===== src/hw/rtl/xtea_pkg.sv =====
// Types, constants and round helpers for the XTEA block encryptor.
// No dependencies; imported by the cell, the top level and the checker.
package xtea_pkg;

  localparam int ROUNDS = 32;
  localparam int STAGES = 2 * ROUNDS;
  localparam int LATENCY = STAGES;
  localparam logic [31:0] DELTA = 32'h9E3779B9;
  localparam int KEY_WORDS = 4;
  localparam int ADDR_W = 4;

  typedef logic [KEY_WORDS-1:0][31:0] key_t;

  typedef struct packed {
    logic [31:0] block_left;
    logic [31:0] block_right;
  } plain_t;

  typedef struct packed {
    logic [31:0] cipher_left;
    logic [31:0] cipher_right;
  } cipher_t;

  // One item as it moves down the cell chain
  typedef struct packed {
    logic        valid;
    logic [31:0] left;
    logic [31:0] right;
  } stage_t;

  // Running sum seen by half-round j: even j before the step, odd j after it
  function automatic logic [31:0] cell_sum(input int j);
    logic [31:0] r;
    r = 32'((j + 1) / 2);
    return r * DELTA;
  endfunction

  function automatic logic [31:0] mix(input logic [31:0] x);
    return ((x << 4) ^ (x >> 5)) + x;
  endfunction

endpackage


===== src/hw/rtl/xtea_cell.sv =====
// One XTEA half-round: updates the left or the right half and registers it.
// Depends on xtea_pkg.
module xtea_cell import xtea_pkg::*; (
  input  logic        clk,
  input  logic        rst,
  input  logic [31:0] sum,
  input  logic        half,
  input  key_t        key,
  input  stage_t      prev,
  output stage_t      q
);

  logic [1:0]  kidx;
  logic [31:0] round_key;
  logic [31:0] src;
  logic [31:0] dst;
  logic [31:0] dst_next;

  // Pick key word and the half that feeds the mix
  always_comb begin
    kidx      = half ? sum[12:11] : sum[1:0];
    round_key = sum + key[kidx];
    src       = half ? prev.left : prev.right;
    dst       = half ? prev.right : prev.left;
    dst_next  = dst + (mix(src) ^ round_key);
  end

  // Advance the item one cell down the chain
  always_ff @(posedge clk) begin
    if (rst) begin
      q.valid <= 1'b0;
    end else begin
      q.valid <= prev.valid;
    end
    q.left  <= half ? prev.left : dst_next;
    q.right <= half ? dst_next : prev.right;
  end

endmodule


===== config.mk =====
export PLATFORM = sky130hd
export DESIGN_NAME = xtea_cell
export DESIGN_NICKNAME = d
export VERILOG_FILES = /design/src/hw/rtl/xtea_pkg.sv /design/src/hw/rtl/xtea_cell.sv
export SDC_FILE = /design/constraint.sdc
export NUM_CORES = 1
export LEC_CHECK = 0
export BUFFER_PORTS_ARGS = -buffer_cell sky130_fd_sc_hd__buf_2
export CAP_MARGIN = 20
export CORE_UTILIZATION = 53
export DETAILED_ROUTE_END_ITERATION = 10
export PLACE_DENSITY = 0.83
export SETUP_SLACK_MARGIN = 0.2
export SYNTH_ARGS = -nofsm -noshare
export SYNTH_HDL_FRONTEND = slang
export SYNTH_SLANG_ARGS = --single-unit

===== constraint.sdc =====
create_clock -name clk -period 8.54 [get_ports clk]
set_input_delay 1.281 -clock clk [delete_from_list [all_inputs] [get_ports clk]]
set_output_delay 1.281 -clock clk [all_outputs]
set_load 0.01 [all_outputs]

==> results of run 1 <==
cells in the final DEF, fill, tap and decap left out, types with 23 or more instances in the layout:
cell and count:
sky130_fd_sc_hd__a21o_1 55, sky130_fd_sc_hd__a21oi_1 83, sky130_fd_sc_hd__buf_2 291, sky130_fd_sc_hd__dfxtp_1 65, sky130_fd_sc_hd__ha_1 100, sky130_fd_sc_hd__inv_1 33, sky130_fd_sc_hd__mux2_2 38, sky130_fd_sc_hd__mux4_2 32
sky130_fd_sc_hd__nand2_1 140, sky130_fd_sc_hd__nor2_1 46, sky130_fd_sc_hd__nor2b_1 23, sky130_fd_sc_hd__o21ai_0 49, sky130_fd_sc_hd__xnor2_1 104, sky130_fd_sc_hd__xor2_1 32
layout make-up:
class	count	area, um2	share of cell area, %
timing repair buffer	297	1501	14.01
clock inverter	3	65.06	0.6072
inverter	34	127.6	1.191
clock buffer	12	246.5	2.300
antenna	2	5.005	0.04671
multi-input combinational	926	7198	67.18
tap	216	270.3	2.522
sequential	65	1301	12.14
report_power, final:
group	switching [mW]	internal (mW)
sequential	0.0378	0.467
clock	0.130	0.261
combinational	1.48	1.12
total	1.64	1.85
worst min path at each step:
stage,startpoint,to,slack [ns],cells after the start
global placement,rst,q[64],1.44,2
finish,rst,q[64],1.10,2
CTS,rst,q[64],1.09,2
detailed placement,rst,q[64],1.44,2
global route,rst,q[64],1.11,2
floorplan,rst,q[64],1.35,1
critical path: cells and delay by family:
kind / cells / cell delay, ns
AOI/OAI and AO/OA: 12 / 3.04
buffers and inverters: 4 / 1.34
and+or+nand+nor: 5 / 0.80
adders and majority gates: 2 / 0.59
xor gates and xnor gates: 3 / 0.53
cells by family (layout without fill, tap and decap cells):
logic type	after synthesis	count (layout)	share of synthesized area [%]
AND/OR/NAND/NOR	307	307	16.40
AO/OA/AOI/OAI	304	304	22.84
XOR/XNOR	138	138	14.11
adder cells (fa/ha/maj)	103	103	14.97
multiplexers	74	74	13.61
buffers and inverters	74	346	3.228
flip-flops	65	65	14.85
other	0	2	0
routing by layer:
| metal | up-vias | routed length [um] | GRT usage, % |
|---|---|---|---|
| li1 | 4424 | - | - |
| met1 | 4166 | 11280 | 39.21 |
| met2 | 415 | 12190 | 50.08 |
| met3 | 49 | 2044 | 4.845 |
| met4 | 0 | 646 | 11.43 |
| met5 | - | 0 | 0 |
==> impl_metrics.json, run 1 <==
{
  "timing.critical_path.from": "half",
  "drive_above_1_share_pct": 29.47,
  "tritoncts": "done",
  "largest_registers": "q x65",
  "holdBufCountCts": 0,
  "fp.dieH_um": 130.6,
  "post_drt_wl_per_cell_um": 16.82,
  "setup_viol_count_final": 0,
  "regMostFlops": "q",
  "core_area_um2": 16000,
  "async_reset_ff_share_pct": 0,
  "netlist.top_cell.by_area": "sky130_fd_sc_hd__dfxtp_1",
  "ant_nets": 0,
  "rsz_0062_raised_after_global_routing": "no",
  "timing.critical_path.slowest_cell_delay_ns": 0.53,
  "stdcell_count": 1555,
  "fin_ws_ns": 1.162,
  "min_period_over_period_pct": 86.39,
  "area_growth_pct": 22.31,
  "largest_register_ff_count": 65,
  "die-area_um2": 17050,
  "final.min_clock_period_ns": 7.378,
  "synth_edf_count": 0,
  "synthesis.nets": 1396,
  "top_ff_cell_synth": "sky130_fd_sc_hd__dfxtp_1",
  "post_dp_cell_area_um2": 10400,
  "total_power_after_layout_mw": 3.491,
  "post-synth-top-count-cell": "sky130_fd_sc_hd__nand2_1",
  "design.final.nets": 1664,
  "floorplan.rows": 46,
  "grt_pass1_vias": 8420,
  "achievable-frequency_mhz": 135.5,
  "hold_violations": 0,
  "clockRootBuffer": "sky130_fd_sc_hd__clkbuf_16",
  "criticalPathCategory": "in2reg",
  "power.density_nw_per_um2": 325.8,
  "timing.critical_path.to_type": "flip-flop",
  "max_slew.worst_pin.slew_ns": 0.6288,
  "vias": 9054,
  "holdCritPathClass": "in2reg",
  "startpoint_type": "primary input",
  "slew_headroom_pct": 57.18,
  "clk_pin_slew_ns": 0.05,
  "timing.critical_path.to": "q[60]",
  "num_io_pins": 293,
  "final.fill_count": 1378,
  "starting_density_pct": 54.75,
  "final_slew_viol_count": 0,
  "yosysWarnings": 0,
  "setup_total_negative_slack_ns": 0,
  "synth_seq_cells": 65,
  "synth.top_cells.by_count": "sky130_fd_sc_hd__nand2_1, sky130_fd_sc_hd__xnor2_1, sky130_fd_sc_hd__ha_1",
  "wire_length_of_the_first_global_routing_pass_um": 40090,
  "total_detailed_routing_wirelength_um": 26160,
  "clock_tree.buffer_depth": 2,
  "drt_pre_antenna_iters": 5,
  "grt.total_usage_pct": 30.15,
  "gr-total-overflow": 0,
  "drc_errors_left": 0,
  "synth_instances": 1065,
  "arrival_ns": 7.61,
  "share_of_the_synthesized_area_in_the_top_cell_type_pct": 14.85,
  "cts_htree_levels": 3,
  "final_util_pct": 66.97,
  "place_congestion": 0.9290,
  "cell_count_post_placement": 1538,
  "ratio_of_routed_vias_to_standard_cells": 5.823,
  "power.leakage_nw": 5.202,
  "seq_area_frac_synth_pct": 14.85,
  "chipWidth_um": 130.6,
  "max_cap_viol_count": 0,
  "detailedRoute.firstIterationViolations": 767,
  "avg_synthesized_cell_area_um2": 8.226,
  "cts.repair.resized": 0,
  "yosys-top-cells-area": "sky130_fd_sc_hd__dfxtp_1, sky130_fd_sc_hd__ha_1, sky130_fd_sc_hd__xnor2_1, sky130_fd_sc_hd__mux4_2, sky130_fd_sc_hd__nand2_1",
  "tritoncts_num_sinks": 65,
  "place_ws_ns": 0.9669,
  "detailed_place_hpwl_um": 21840,
  "pin_count_of_the_biggest_net_entering_global_routing": 59,
  "slowest_library_cell_on_the_worst_path": "sky130_fd_sc_hd__buf_4",
  "numCtsBuffers": 9,
  "netlist_area_um2": 8761,
  "finalInstanceArea_um2": 10720,
  "antenna_found_initial": 1,
  "whs_ns": 1.096,
  "post_synth_num_cell_types": 69,
  "status": "completed",
  "ir_drop_mv": 0.1890,
  "number_of_input_and_output_port_buffers_inserted": 292,
  "worstPathMaxFanout": 58,
  "post-cts-setup-buffers": 0,
  "required_ns": 8.77
}
(Power assumes the default switching activity.)
==> run 2, diff against run 1 <==
--- a/config.mk
+++ b/config.mk
@@ -7,9 +7,10 @@
 export LEC_CHECK = 0
 export BUFFER_PORTS_ARGS = -buffer_cell sky130_fd_sc_hd__buf_2
 export CAP_MARGIN = 20
-export CORE_UTILIZATION = 53
+export CORE_UTILIZATION = 50
+export CTS_CLUSTER_SIZE = 10
 export DETAILED_ROUTE_END_ITERATION = 10
-export PLACE_DENSITY = 0.83
+export PLACE_DENSITY = 0.79
 export SETUP_SLACK_MARGIN = 0.2
 export SYNTH_ARGS = -nofsm -noshare
 export SYNTH_HDL_FRONTEND = slang
==> impl_metrics.json, run 2 (synthesis gave the netlist of run 1 again) <==
{
  "core_area_um2": 17180,
  "numCtsBuffers": 9,
  "drc_errors_left": 0,
  "arrival_ns": 7.53,
  "total_detailed_routing_wirelength_um": 25770,
  "cell_count_post_placement": 1548,
  "setup_total_negative_slack_ns": 0,
  "drt_pre_antenna_iters": 5,
  "mostFrequentLayoutCells": "sky130_fd_sc_hd__buf_2, sky130_fd_sc_hd__nand2_1, sky130_fd_sc_hd__xnor2_1",
  "setup_viol_count_final": 0,
  "post_dp_cell_area_um2": 10420,
  "pin_count_of_the_biggest_net_entering_global_routing": 67,
  "power.density_nw_per_um2": 322.3,
  "vias": 8901,
  "die-area_um2": 18060,
  "required_ns": 8.78,
  "total_power_after_layout_mw": 3.458,
  "drive_above_1_share_pct": 29.52,
  "chipWidth_um": 134.4,
  "layout.cells.most_common": "sky130_fd_sc_hd__buf_2",
  "antennaDiodeCount": 0,
  "floorplan.rows": 48,
  "clk_pin_slew_ns": 0.05,
  "criticalPathCategory": "in2reg",
  "starting_density_pct": 51.01,
  "tritoncts_num_sinks": 65,
  "number_of_input_and_output_port_buffers_inserted": 292,
  "timing.critical_path.to_type": "flip-flop",
  "stdcell_count": 1563,
  "clock_tree.buffer_depth": 2,
  "min_period_over_period_pct": 85.41,
  "cts.repair.resized": 0,
  "tritoncts": "done",
  "slew_headroom_pct": 58.49,
  "final.min_clock_period_ns": 7.294,
  "holdPathStages": 2,
  "detailed_place_hpwl_um": 22060,
  "power.leakage_nw": 5.207,
  "post_drt_wl_per_cell_um": 16.48,
  "design.final.nets": 1665,
  "largest_registers": "q x65",
  "grt_pass1_vias": 8336,
  "place_congestion": 0.9478,
  "largest_register_ff_count": 65,
  "ir_drop_mv": 0.2125,
  "ant_nets": 0,
  "achievable-frequency_mhz": 137.1,
  "grt.total_usage_pct": 27.82,
  "gr-total-overflow": 0,
  "cts_htree_levels": 3,
  "holdCritPathClass": "in2reg",
  "hold_violations": 0,
  "status": "completed",
  "finalInstanceArea_um2": 10730,
  "holdBufCountCts": 0,
  "hold_end": "q[64]",
  "wire_length_of_the_first_global_routing_pass_um": 39850,
  "num_io_pins": 293,
  "worstPathMaxFanout": 34,
  "ratio_of_routed_vias_to_standard_cells": 5.695,
  "area_growth_pct": 22.46,
  "clockRootBuffer": "sky130_fd_sc_hd__clkbuf_16",
  "regMostFlops": "q",
  "fp.dieH_um": 134.4,
  "max_slew.worst_pin.slew_ns": 0.6097,
  "final_slew_viol_count": 0,
  "startpoint_type": "primary input",
  "max_cap_viol_count": 0,
  "post-cts-setup-buffers": 0,
  "rsz_0062_raised_after_global_routing": "no",
  "detailedRoute.firstIterationViolations": 573,
  "hold_path_startpoint": "rst",
  "antenna_found_initial": 0
}
-- run 2: cell count changes in the layout (fill, tap and decap cells not counted), sizes merged --
cell	previous run	this run
buf	297	298
diode	2	0
-- run 2: worst max path at each step --
stage | startpoint | to | slack (ns) | cells after the start
2_1_floorplan | half | q[29] | 1.59 | 23
6_report | half | q[29] | 1.25 | 22
5_1_grt | half | q[29] | 0.60 | 22
4_1_cts | half | q[61] | 1.22 | 22
3_5_place_dp | half | q[63] | 0.97 | 22
3_3_place_gp | half | q[62] | 1.08 | 21
-- run 2: layout make-up --
class | count | area, um2
Clock buffer | 12 | 246.5
Clock inverter | 3 | 65.06
Fill cell | 1547 | 6447
Inverter | 34 | 127.6
Multi-Input combinational cell | 926 | 7198
Sequential cell | 65 | 1301
Tap cell | 225 | 281.5
Timing Repair Buffer | 298 | 1509
-- run 2: metal layers --
layer / vias to the layer above / track usage (%) / share of wire [%]
li1: 4440 / - / -
met1: 4033 / 38.09 / 45
met2: 382 / 46.06 / 45
met3: 46 / 2.948 / 6.7
met4: 0 / 8.115 / 2.3
met5: - / 0 / 0
-- run 2: through the flow --
stage               setup WS (ns)  util, %  hold WS (ns)
finish                      1.246    62.46         1.105
CTS                         1.218    62.46         1.099
detailed placement         0.9658    60.65         1.440
global placement            1.082    60.65         1.435
global route               0.6011    62.46         1.099
floorplan                   1.591        -         1.353
-- run 2: power by group --
group / switching (mW) / internal, mW / total, mW
combinational: 1.45 / 1.12 / 2.57
sequential: 0.0367 / 0.467 / 0.504
clock: 0.123 / 0.261 / 0.384
total: 1.61 / 1.84 / 3.46
-- run 2: critical path, stage by stage --
cell	delay, ns
sky130_fd_sc_hd__buf_4	0.34
sky130_fd_sc_hd__mux2i_4	0.64
sky130_fd_sc_hd__buf_4	0.46
sky130_fd_sc_hd__mux4_2	0.56
sky130_fd_sc_hd__ha_1	0.36
sky130_fd_sc_hd__o211ai_1	0.13
sky130_fd_sc_hd__or4_1	0.53
sky130_fd_sc_hd__nand2_1	0.16
sky130_fd_sc_hd__a31oi_1	0.17
sky130_fd_sc_hd__o21bai_1	0.25
sky130_fd_sc_hd__xnor2_1	0.16
sky130_fd_sc_hd__xnor2_1	0.11
sky130_fd_sc_hd__ha_1	0.38
sky130_fd_sc_hd__and3_1	0.25
sky130_fd_sc_hd__nand2_1	0.06
sky130_fd_sc_hd__o21ai_0	0.21
sky130_fd_sc_hd__and4b_1	0.23
sky130_fd_sc_hd__or2_2	0.33
sky130_fd_sc_hd__a311oi_1	0.35
sky130_fd_sc_hd__o21ai_0	0.15
sky130_fd_sc_hd__and3_1	0.21
sky130_fd_sc_hd__o31ai_1	0.19
